==> config.mk <==
export PLATFORM = sky130hd
export DESIGN_NAME = qrs_ram
export DESIGN_NICKNAME = d
export VERILOG_FILES = /design/src/sv/qrs_ram.sv
export SDC_FILE = /design/constraint.sdc
export NUM_CORES = 1
export LEC_CHECK = 0
export BUFFER_PORTS_ARGS = -buffer_cell sky130_fd_sc_hd__buf_2
export CAP_MARGIN = 20
export CORE_MARGIN = 5
export CORE_UTILIZATION = 55
export CTS_CLUSTER_DIAMETER = 100
export DETAILED_ROUTE_END_ITERATION = 12
export GPL_TIMING_DRIVEN = 0
export PLACE_DENSITY = 0.77
export SYNTH_ARGS = -nofsm -noshare
export SYNTH_HDL_FRONTEND = slang
export SYNTH_SLANG_ARGS = --single-unit
==> constraint.sdc <==
create_clock -name clock -period 2.09 [get_ports clock]
set_clock_uncertainty 0.05 [all_clocks]
set_input_delay 0.1045 -clock clock [delete_from_list [all_inputs] [get_ports clock]]
set_output_delay 0.1045 -clock clock [all_outputs]
set_load 0.005 [all_outputs]
==> src/sv/qrs_ram.sv <==
// qrs_ram: generic single write port, single read port RAM with registered read.
// No dependencies; instanced for every store of the sampler.

module qrs_ram #(
   parameter int WIDTH  = 8,
   parameter int DEPTH  = 16,
   parameter int ADDR_W = $clog2(DEPTH)
) (
   input  logic              clock,
   input  logic              wr_en,
   input  logic [ADDR_W-1:0] wr_addr,
   input  logic [WIDTH-1:0]  wr_data,
   input  logic [ADDR_W-1:0] rd_addr,
   output logic [WIDTH-1:0]  rd_data
);

   logic [WIDTH-1:0] mem_ff [DEPTH];
   logic [WIDTH-1:0] rd_data_ff;

   // Write, then register the read word
   always_ff @(posedge clock) begin
      if (wr_en) begin
         mem_ff[wr_addr] <= wr_data;
      end
      rd_data_ff <= mem_ff[rd_addr];
   end

   assign rd_data = rd_data_ff;

endmodule

# After elaboration in Yosys (flattened, before gate mapping)
# Memories as Yosys holds them, arrays and structs flattened. A register that Yosys moved wholly into a read port is not among the register bits.
# Cells that the tools add are included.
# W data, S select, Z words.
classes:
  n_mux: 2
ops:
  columns: ["cell", "n"]
  rows:
  - ["$mux W1", 2]
word_totals:
  register_bits: 0
  ram_bits: 128
  out_inout_bits: 8
  word_cells: 3
  mem_count: 1
memory_table:
  columns: ["memory", "words", "word_bits", "read_ports", "rd_clocked_by_memory_dff", "write_ports", "line", "rtl"]
  rows:
  - ["mem_ff", 16, 8, 1, 1, 1, "17", "logic [WIDTH-1:0] mem_ff [DEPTH];"]

# Logic depth before layout (Yosys ltp)
logic_depth:
  word_depth: 2
  ltp_mapped: 5

# Worst setup path before layout
# No wires, ideal clock.
synth_path:
  kind: "in2reg"
  from: "in wr_addr[2]"
  to: "mem mem_ff[0][0] (enable)"
  arrival_time_ns: 1.214
  setup_slack_ns: 0.443
  cell_stages: 2
  path_buffers: 0
  cell_sequence: "or3b_2 nor3_1"
synth_lines:
  columns: ["item", "line", "rtl"]
  rows:
  - ["start: declaration", "11", "input logic [ADDR_W-1:0] wr_addr,"]
  - ["end: declaration", "17", null]
# Straight into the memory's write port.

# Worst setup path after layout
layout_path:
  from: "in wr_addr[0]"
  to: "mem mem_ff[0][6] (enable)"
# Straight into the memory's write port.

==> results.ini <==
[die]
die-area_mm2 = 0.0114
start_util = 0.560
std_cell_rows = 35
ioPinCount = 26
core_mm2 = 0.00920
die_height_um = 107
dieWidth_um = 107

[grt]
grt_remaining_overflow = 0
number_of_global_route_vias_before_repair = 2477
grt_first_pass_wirelength_mm = 15.2
antenna_violations_before_repair = 0
grt_usage = 0.194
grt_max_degree = 17

[clock_tree]
numCtsBuffers = 17
post_cts.repair.setup_buffers = 0
htreeDepth = 4
worst_setup_hold_path_clk_slew_ns = 0.06
cts_tree = yes
root_buffer = sky130_fd_sc_hd__clkbuf_8
clkSinkCount = 136
insertion_delay_ns = 0.51
cts-root-to-sink-buffers = 2

[cells_and_area]
insertedDiodeCount = 0
area.growth.synth_to_final_pct = 19.6
nets = 305
finalCoreUtilization = 0.670
finalInstanceArea_mm2 = 0.00616
layout.cells.non_filler = 411
drive_gt1_frac = 0.293

[logic_synthesis]
synth_most_common_cell = sky130_fd_sc_hd__edfxtp_1
synth-async-reset-ratio = 0
postSynthAreaPerCell_um2 = 22.5
synth.yosys.seq_area_share = 0.778
synth_commonest_cells = sky130_fd_sc_hd__edfxtp_1, sky130_fd_sc_hd__mux4_2, sky130_fd_sc_hd__a22oi_1
yosysWarningCount = 0
yosys_most_used_dff = sky130_fd_sc_hd__edfxtp_1
synth_top_cells_by_area = sky130_fd_sc_hd__edfxtp_1, sky130_fd_sc_hd__mux4_2, sky130_fd_sc_hd__mux4_1
ys_seq_elements = 136
synthCells = 229
synth.net_count = 247
mappedNetlistArea_mm2 = 0.00515
synth_cell_type_count = 19
post_synth_edffs = 128
synth.largest_area_cell = sky130_fd_sc_hd__edfxtp_1
synth.top_cell.area_share = 0.747

[route]
antenna_violating_nets_post_route = 0
initialDrtViolationCount = 228
drt-pass1-iter-count = 4
routed_wire_length_per_instance_um = 24.2
total_wire_length_mm = 9.96
drc_errors = 0
detail_route.vias_per_cell = 5.90
via_count = 2423

[timing]
grt_setup_unrepaired = false
relative_slew_slack = 0.441
period_share = 0.772
period_minus_slack_ns = 1.61
max_freq_mhz = 619
fin_hold_ws_ns = 0.0363
timing_max_transition_violations_final = 0
setup_viol_count_final = 0
worst_slew_pin_slew_ns = 0.836
timing_hold_violations_final = 0
setup_ws_ns = 0.476

[pwr]
switchingPower_uw = 1260
p_leak_uw = 0.00211
ir_drop_v = 0.000611
share_clk_of_total_power = 0.477
power.share.sequential = 0.476
switching_share = 0.196
p_comb_frac = 0.047
power.density_cell_area_mw_per_mm2 = 1050
internal_power_uw = 5180

[setup_path]
endpoint_class_of_the_critical_path = flip-flop
timing.critical_path.required_ns = 2.25
critPathMaxFanout = 7
cp_data_arrival_time_ns = 1.78
worst_setup_path_start_kind = input pin
critical_path_class = input pin to flip-flop

[status]
outcome = complete, no violations

[placement]
port_buffers = 24
cell_count_post_placement = 368
place_hpwl_mm = 6.19
place_area_mm2 = 0.00543
gp_routability_congestion = 0.746
dp_slack_ns = 0.265

[job]
timing.max_cap.violations = 0

[worst_hold_path]
timing.hold.worst.class = input pin to flip-flop

-- per-layer routing --
| metal | vias to the layer above | share of wire | track usage |
|---|---|---|---|
| met4 | 0 | 0.0093 | 0.0685 |
| met1 | 1229 | 0.42 | 0.272 |
| li1 | 1091 | - | - |
| met2 | 97 | 0.50 | 0.295 |
| met5 | - | 0 | 0 |
| met3 | 6 | 0.063 | 0.0554 |
-- placed cells by master (no fill, tap or decap), types with 4 or more instances in the layout --
cell / count
sky130_fd_sc_hd__dlygate4sd3_1: 11
sky130_fd_sc_hd__mux4_1: 14
sky130_fd_sc_hd__nor2_1: 13
sky130_fd_sc_hd__nor3_1: 4
sky130_fd_sc_hd__bufinv_16: 4
sky130_fd_sc_hd__a22oi_1: 16
sky130_fd_sc_hd__clkbuf_16: 16
sky130_fd_sc_hd__buf_2: 31
sky130_fd_sc_hd__edfxtp_1: 128
sky130_fd_sc_hd__dfxtp_1: 8
sky130_fd_sc_hd__nand2_1: 9
sky130_fd_sc_hd__mux4_2: 18
-- kinds of logic (layout without fill, tap and decap cells) --
logic type / count (synthesis) / count (layout) / synth area share
flip-flops: 136 / 136 / 0.778
AND/OR/NAND/NOR: 35 / 35 / 0.0318
multiplexers: 32 / 32 / 0.150
AO/OA/AOI/OAI: 16 / 16 / 0.0233
buffers and inverters: 10 / 81 / 0.0168
-- final timing paths --
kind                                start                     end  slack [ns]  cells past startpoint
hold reg to reg    mem_ff[8][3]$_DFFE_PP_      rd_data[3]$_DFF_P_        0.64                      3
setup reg to reg  mem_ff[15][6]$_DFFE_PP_      rd_data[6]$_DFF_P_        0.65                      3
setup / recovery               wr_addr[0]  mem_ff[0][6]$_DFFE_PP_        0.48                      4
hold / removal                 rd_addr[0]      rd_data[0]$_DFF_P_        0.04                      4
-- registers in the layout, indices dropped and copies added, names as in the netlist --
register,cells
rd_data,8
mem_ff,128
-- through the flow --
| step | setup TNS (ns) | total power (uW) |
|---|---|---|
| after floorplan | 0 | 3280 |
| after global placement | -0.832 | 3390 |
| final | 0 | 6440 |
| after detailed placement | 0 | 3410 |
| after CTS | 0 | 6470 |
| after global routing | 0 | 6630 |
-- power groups by stage --
| stage | clock network (uW) | registers (uW) | logic, uW |
|---|---|---|---|
| 2_1_floorplan | 0 | 3120 | 155 |
| 3_3_place_gp | 0 | 3120 | 277 |
| 3_5_place_dp | 0 | 3120 | 289 |
| 4_1_cts | 3100 | 3060 | 305 |
| 5_1_grt | 3230 | 3070 | 329 |
| 6_report | 3070 | 3060 | 304 |
-- worst max-delay path: stages --
cell and delay [ns]:
sky130_fd_sc_hd__dlygate4sd3_1 0.53, sky130_fd_sc_hd__buf_2 0.17, sky130_fd_sc_hd__nor3_1 0.31, sky130_fd_sc_hd__dlygate4sd3_1 0.66
-- repair_timing --
action | 4_1_cts | 5_1_grt
gates resized for setup | 0 | 0
hold buffers | 11 | 0
hold endpoints to repair | 131 | 0
-- area by class of cell --
class	count	area, um^2
clock inverters	12	175
multi-input cells	83	1060
fillers	593	3040
clock buffers	20	445
well taps	111	139
repair buffers	39	250
flip-flops and latches	136	4000
plain buffers	10	86.3
Power figures use the tool's default switching activity.
