<file path="src/sv/qrs_pkg.sv">
// qrs_pkg: types, codes and shared helpers of the quadtree range sampler.
// Has no dependencies. quadtree_range_sampler and qrs_mod_unit refer to it by scoped names.

package qrs_pkg;

   // Field widths of the request and response items
   localparam int COORD_W  = 17;
   localparam int ID_W     = 10;
   localparam int CMD_W    = 2;
   localparam int STATUS_W = 3;
   localparam int SEED_W   = 32;

   // One unit of the square in fixed point
   localparam logic [COORD_W-1:0] ROOT_SPAN = COORD_W'(65536);

   // Defaults for the top level parameters
   localparam int TREE_DEPTH_DEF    = 5;
   localparam int MAX_POINTS_DEF    = 1024;
   localparam int LEAF_CAPACITY_DEF = 16;

   // Draw generator value after reset
   localparam logic [SEED_W-1:0] SEED_RESET = SEED_W'(1);

   typedef enum logic [CMD_W-1:0] {
      CMD_INSERT = 2'd0,
      CMD_REMOVE = 2'd1,
      CMD_SAMPLE = 2'd2
   } cmd_type;

   typedef enum logic [STATUS_W-1:0] {
      ST_OK        = 3'd0,
      ST_DUPLICATE = 3'd1,
      ST_ABSENT    = 3'd2,
      ST_EMPTY     = 3'd3,
      ST_FULL      = 3'd4
   } status_type;

   typedef struct packed {
      cmd_type            command;
      logic [COORD_W-1:0] x_coord;
      logic [COORD_W-1:0] y_coord;
      logic [ID_W-1:0]    point_id;
      logic [COORD_W-1:0] range_x_min;
      logic [COORD_W-1:0] range_y_min;
      logic [COORD_W-1:0] range_x_max;
      logic [COORD_W-1:0] range_y_max;
   } req_type;

   typedef struct packed {
      status_type         status;
      logic [COORD_W-1:0] sampled_x;
      logic [COORD_W-1:0] sampled_y;
      logic [ID_W-1:0]    sampled_id;
   } rsp_type;

   // Step the xorshift32 draw generator once
   function automatic logic [SEED_W-1:0] xorshift32(input logic [SEED_W-1:0] s);
      logic [SEED_W-1:0] t;
      t = s ^ (s << 13);
      t = t ^ (t >> 17);
      t = t ^ (t << 5);
      return t;
   endfunction

endpackage

</file>
<file path="src/sv/qrs_mod_unit.sv">
// qrs_mod_unit: bit-serial remainder of a draw word by a count, one bit a cycle.
// Depends on qrs_pkg for the draw word width.

module qrs_mod_unit #(
   parameter int DIV_W = 11
) (
   input  logic                      clock,
   input  logic                      reset,
   input  logic                      start,
   input  logic [qrs_pkg::SEED_W-1:0] dividend,
   input  logic [DIV_W-1:0]          divisor,
   output logic                      done,
   output logic [DIV_W-1:0]          remainder
);

   localparam int STEP_W = $clog2(qrs_pkg::SEED_W);

   logic                       busy_ff, busy_in;
   logic                       done_ff, done_in;
   logic [STEP_W-1:0]          step_ff, step_in;
   logic [qrs_pkg::SEED_W-1:0] dvd_ff, dvd_in;
   logic [DIV_W-1:0]           div_ff, div_in;
   logic [DIV_W-1:0]           rem_ff, rem_in;
   logic [DIV_W:0]             trial;
   logic [DIV_W-1:0]           rem_step;

   // Restoring step: shift in one dividend bit, subtract where it fits
   always_comb begin
      trial = {rem_ff, dvd_ff[qrs_pkg::SEED_W-1]};
      if (trial >= {1'b0, div_ff}) begin
         rem_step = DIV_W'(trial - {1'b0, div_ff});
      end else begin
         rem_step = trial[DIV_W-1:0];
      end
   end

   // Advance the iteration
   always_comb begin
      busy_in = busy_ff;
      done_in = 1'b0;
      step_in = step_ff;
      dvd_in  = dvd_ff;
      div_in  = div_ff;
      rem_in  = rem_ff;
      if (start) begin
         busy_in = 1'b1;
         step_in = STEP_W'(qrs_pkg::SEED_W - 1);
         dvd_in  = dividend;
         div_in  = divisor;
         rem_in  = '0;
      end else if (busy_ff) begin
         rem_in  = rem_step;
         dvd_in  = dvd_ff << 1;
         step_in = step_ff - STEP_W'(1);
         if (step_ff == '0) begin
            busy_in = 1'b0;
            done_in = 1'b1;
         end
      end
   end

   always_ff @(posedge clock) begin
      if (reset) begin
         busy_ff <= 1'b0;
         done_ff <= 1'b0;
      end else begin
         busy_ff <= busy_in;
         done_ff <= done_in;
      end
      step_ff <= step_in;
      dvd_ff  <= dvd_in;
      div_ff  <= div_in;
      rem_ff  <= rem_in;
   end

   assign done      = done_ff;
   assign remainder = rem_ff;

endmodule

</file>
<file path="config.mk">
export PLATFORM = sky130hd
export DESIGN_NAME = qrs_mod_unit
export DESIGN_NICKNAME = d
export VERILOG_FILES = /design/src/sv/qrs_pkg.sv /design/src/sv/qrs_mod_unit.sv
export SDC_FILE = /design/constraint.sdc
export NUM_CORES = 1
export LEC_CHECK = 0
export BUFFER_PORTS_ARGS = -buffer_cell sky130_fd_sc_hd__buf_2
export CAP_MARGIN = 30
export CORE_MARGIN = 1
export CORE_UTILIZATION = 29
export CTS_CLUSTER_SIZE = 25
export DETAILED_ROUTE_END_ITERATION = 10
export GPL_ROUTABILITY_DRIVEN = 1
export PLACE_DENSITY = 0.52
export SLEW_MARGIN = 10
export SYNTH_ARGS = -nofsm -noshare
export SYNTH_HDL_FRONTEND = slang
export SYNTH_SLANG_ARGS = --single-unit
</file>
<file path="constraint.sdc">
create_clock -name clock -period 3.05 [get_ports clock]
set_clock_uncertainty 0.2 [all_clocks]
set_input_delay 0.1525 -clock clock [delete_from_list [all_inputs] [get_ports clock]]
set_output_delay 0.1525 -clock clock [all_outputs]
set_load 0.005 [all_outputs]
</file>
## Yosys cells after proc, flatten, opt, wreduce, memory -nomap -nowiden

Cells that the tools add are included.

- Flip-flop bits (word level): 61
- Input port bits: 46
- Output and inout port bits: 12
- Logic and storage cells: 20

- Add/subtract/negate cells: 2
- $lt $le $gt $ge: 1
- Multiplexer cells: 7
- Bitwise operators: 1
- Reduce and logical (&&, ||, !) cells: 3

Operators with widths:

| kind | count |
|---|---|
| 32-bit 2-to-1 mux | 2 |
| 12-bit by 11-bit >= comparator with 1-bit output | 1 |
| 11-bit 2-to-1 mux | 1 |
| 11-bit subtractor | 1 |
| 5-bit zero test | 1 |
| 5-bit by 1-bit subtractor with 5-bit output (second input constant) | 1 |
| 1-bit 2-to-1 mux | 4 |
| 3-bit OR reduction | 1 |
| 2-bit nonzero test | 1 |
| 1-bit inverter | 1 |

## Logic depth before layout (Yosys ltp)

- Depth in word-level cells: 4
- Gate-level depth with buffers: 9
- Depth with buffers taken out: 9

## Worst setup path before layout

No wires, ideal clock.

- Path kind: reg-to-reg
- Start: register dvd_ff[31] (netlist bit)
- End: register rem_ff[4], in the netlist remainder[4]
- Data arrival time: 2331 ps
- Path slack: 402 ps
- Stages on the path, launching flop included: 10
- Period minus slack after synthesis: 2648 ps
- Cell sequence: edfxtp_1 inv_1 ha_1 fa_1 nand2b_2 o2bb2ai_2 a211o_1 nand2_1 mux2_2 a22o_1

- Word-level cells in the longest chain between the ends: 2
- Elaborated cells between the ends (all ways): 3

RTL lines:

| item | RTL line | source |
|---|---|---|
| start: declaration | qrs_mod_unit.sv:21 | `logic [qrs_pkg::SEED_W-1:0] dvd_ff, dvd_in;` |
| start signal: assignment | qrs_mod_unit.sv:71 | `dvd_ff <= dvd_in;` |
| 11-bit subtractor / 12-bit by 11-bit >= comparator with 1-bit output (equally long branches) | qrs_mod_unit.sv:31, qrs_mod_unit.sv:30 |  |
| 11-bit 2-to-1 mux (*) | qrs_mod_unit.sv:30 | `if (trial >= {1'b0, div_ff}) begin` |
| end signal: assignment | qrs_mod_unit.sv:73 | `rem_ff <= rem_in;` |
| end: declaration | qrs_mod_unit.sv:23 | `logic [DIV_W-1:0] rem_ff, rem_in;` |

Mark *: on every way between the ends. The rest lies on a longest branch, timed or not.
A chain may end at the register's enable or synchronous reset.

## Worst setup path after layout

- Start: register dvd_ff[31] (netlist bit)
- End: register rem_ff[6], in the netlist remainder[6]

The elaborated chain is that of the path after synthesis.

==> key figures <==
Worst setup path
  • Startpoint types: flop
  • Max incr delay on CP: roughly 0.4 ns
  • FF-to-FF Start: dvd_ff[31]$_DFFE_PP_
  • Critical R2R Capture: remainder[6]$_SDFFE_PP0P_
  • Critical Path AT: 2.93 ns
  • FF-to-FF setup slack: ~0.18 ns
  • CP top delay family: simple AND/OR/NAND/NOR gates
  • CP required: approximately 3.1 ns
  • Nature of the critical path endpoint: flop
  • Worst Path Max Fanout: 7
  • Slowest CP cell: fa_1
  • WS Path Type: reg -> reg
  • Worst Reg-to-Reg Cells: 9
  • Critical path, cell by cell: inv_1, ha_1, fa_1, nand2b_2, o2bb2ai_2, a211o_1, and2_4, or3b_1, a311oi_2
  • Crit path buffers/inverters: 1

Routing
  • DR vias: around 2300
  • Drt drc: 0
  • DRT Wirelength: 6765 um
  • Via/cell ratio: 4.599
  • Final ANT Viol Nets: 0
  • First-pass detailed-route iteration total: 4
  • Initial drt markers: 63
  • WL/cell: about 14 um

CTS
  • Post-CTS Resized: 0
  • # clock sinks: 61
  • CTS max path bufs: 2
  • CTS Root Cell: clkbuf_8
  • CTS tree: built
  • Cts bufs inserted: 9
  • Htree depth: 3
  • CTS clk-pin slew, worst paths: 0.08 ns
  • Worst skew pair latency: 0.35 ns

Yosys
  • Warnings, synthesis: 0
  • EDFF count, synth: 43
  • Seq/Total Area, Yosys: 54.91%
  • Main combinational cell family by area after synthesis: multiplexers
  • Mean post-synth cell area: 12.08 um2
  • Asr flop ratio synth: 0%
  • Yosys top cell area share: about 43%
  • Yosys top cell by area: edfxtp_1
  • Portion of netlist area occupied by mux cells: 12.35%
  • Syn Inst Count: ~250
  • Synth Area in XOR/XNOR: 2.329%
  • Mapped Area: ~3000 um2
  • Synth unique cells: 44
  • Area share of fa/ha/maj cells after synthesis: under 10%
  • Syn Nets: just over 300
  • Top post-synthesis cells by area: edfxtp_1 (43%), mux2_2 (12%), dfxtp_1 (12%)
  • FF+latch count, synth: between 60 and 70
  • Top FF cell, synth: edfxtp_1
  • Synth Area in Simple Gates: approximately a tenth
  • Compound-Gate Fraction of Synth Area: 10.65%

Power
  • Part of the power in combinational logic: between 10% and 20%
  • Sw frac: a little over a quarter
  • Lkg Pwr: around 1.7 nW
  • Clk pwr share: around 37%
  • Int Pwr: ~1.5 mW
  • Net load switching power: about 0.53 mW
  • Worst vdd ir: 0.2482 mV
  • Seq pwr share: between 40% and 50%
  • Pwr/cell area: a little under 500 nW/um2

STA
  • Setup TNS: 0 ns
  • Period Utilization, post-route: 94.17%
  • Final setup vio count: 0
  • Setup WS post-layout: about 0.18 ns
  • Max-slew violations: 0
  • Worst slew pin tran: 0.6513 ns
  • F_max: between 0.3 and 0.4 GHz
  • Max-slew headroom: 56.58%
  • Final hold vios: 0
  • RSZ-0062 raised after global routing: no
  • Min Tclk post-route: approximately 2.9 ns

Hold path
  • Min-Delay Startpoint: start
  • Hold Path End: div_ff[6]$_DFFE_PP_
  • Worst hold stages: 1
  • HP Class: in -> reg

Die
  • Initial core utilization: between 30 and 40%
  • Row Count: 36
  • Die Span Y: around 100 um
  • DIE WIDTH: between 100 and 150 um
  • Core area: around 9900 um2
  • Die area: ~11000 um2
  • Io pins: 58

Place
  • Worst slack, placed: between 0.2 and 0.25 ns
  • Routability cong.: about 0.81
  • Post-Place Cells: ~440
  • IO buf count: between 50 and 60
  • HPWL after DPL: between 4000 and 5000 um
  • Placed instance area: 3467 um2

Status
  • Status: completed

GRT
  • Grt total ovfl: 0
  • Largest net degree at the start of global routing: 31
  • Overall Global Routing Usage: 13.32%
  • Vias in the first global route: 2372
  • Initial antenna violation count: 0
  • First-pass GRT wire length: 11230 um

Final layout
  • Inserted Diodes: 0
  • Layout cells sized above 1: 32.51%
  • Cell Count, Final, Fillers Out: between 400 and 500
  • Nets: approximately 420
  • Final Cell Area: slightly above 4000 um2
  • Layout area overhead: 36.81%

Job
  • Max_cap viols: 0
==> final cells by class <==
| cell class | count | area [um2] |
|---|---|---|
| Tap cell | 133 | 166.4 |
| Fill cell | 1006 | 5794 |
| Multi-Input combinational cell | 163 | 1262 |
| Sequential cell | 61 | 1652 |
| Clock buffer | 9 | 123.9 |
| Clock inverter | 7 | 83.83 |
| Timing Repair Buffer | 106 | 763.2 |
| Inverter | 17 | 63.81 |
==> cell families (layout without fill, tap and decap cells) <==
family,after synthesis,after routing
AOI/OAI and AO/OA,47,47
xor gates and xnor gates,8,8
adders and majority gates,14,14
buffers and inverters,25,139
DFF,61,61
muxes,33,33
and+or+nand+nor,61,61
==> timing repair <==
| item | CTS | global route |
|---|---|---|
| buffers inserted | 0 | 0 |
| endpoints found under the hold margin | 45 | 0 |
| hold buffers | 44 | 0 |
==> cells in the mapped netlist (3+ instances only) <==
cell	count
nand2_1	18
a21oi_1	11
clkbuf_1	7
dfxtp_1	18
nor3_1	5
nand2b_1	8
inv_1	17
ha_1	13
edfxtp_1	43
xnor2_1	5
mux2_2	33
a22o_1	4
nor2_1	12
nor2b_1	3
o21a_1	3
o21ai_0	14
xor2_1	3
==> per-layer routing <==
metal	vias up	global-route usage (%)	share of wire, %
li1	1130	-	-
met1	1079	16.30	47
met2	61	22.05	47
met3	11	3.839	4.5
met4	0	5.204	1.5
met5	-	0	0
==> power groups by stage <==
stage | sequential [mW] | clock, mW | combinational (mW)
finish | 0.991 | 0.763 | 0.290
global route | 0.999 | 0.820 | 0.321
CTS | 0.992 | 0.792 | 0.292
detailed placement | 1.01 | 0 | 0.247
global placement | 1.01 | 0 | 0.244
floorplan | 0.999 | 0 | 0.167
==> state kept, by name, summed over array words and instances, names as in the netlist <==
name and flops:
busy_ff 1, div_ff 11, done 1, dvd_ff 32
remainder 11, step_ff 5
==> worst max-delay path by stage <==
stage | slack [ns] | cells after the start | endpoint | startpoint
detailed placement | 0.21 | 9 | remainder[6]$_SDFFE_PP0P_ | dvd_ff[31]$_DFFE_PP_
finish | 0.18 | 9 | remainder[6]$_SDFFE_PP0P_ | dvd_ff[31]$_DFFE_PP_
global route | 0.04 | 9 | remainder[6]$_SDFFE_PP0P_ | dvd_ff[31]$_DFFE_PP_
floorplan | 0.40 | 9 | remainder[4]$_SDFFE_PP0P_ | dvd_ff[31]$_DFFE_PP_
global placement | 0.29 | 9 | remainder[6]$_SDFFE_PP0P_ | dvd_ff[31]$_DFFE_PP_
CTS | 0.17 | 9 | remainder[6]$_SDFFE_PP0P_ | dvd_ff[31]$_DFFE_PP_
==> through the flow <==
step                utilization (%)  hold WS (ns)  power, mW
floorplan                         -       0.02488      1.167
global placement              34.99        0.1292      1.254
detailed placement            34.99        0.1322      1.257
CTS                           41.53        0.1889      2.077
global route                  41.53        0.2069      2.140
finish                        41.53        0.1828      2.044
==> placed cells by master, fill, tap and decap left out, drive strengths merged, types with 2 or more instances in the layout <==
master,Yosys,routed
buf,1,62
dlygate4sd3,0,44
edfxtp,43,43
mux2,33,33
inv,17,19
nand2,18,18
dfxtp,18,18
o21ai,15,15
ha,13,13
nor2,12,12
a21oi,11,11
clkbuf,7,9
nand2b,9,9
nor3,6,6
xnor2,5,5
a22o,4,4
xor2,3,3
nor2b,3,3
o21a,3,3
clkinv,0,3
nand4,2,2
nand3,2,2
or3,2,2
o211ai,2,2
o221ai,2,2
and2,2,2
(Power assumes the default switching activity.)
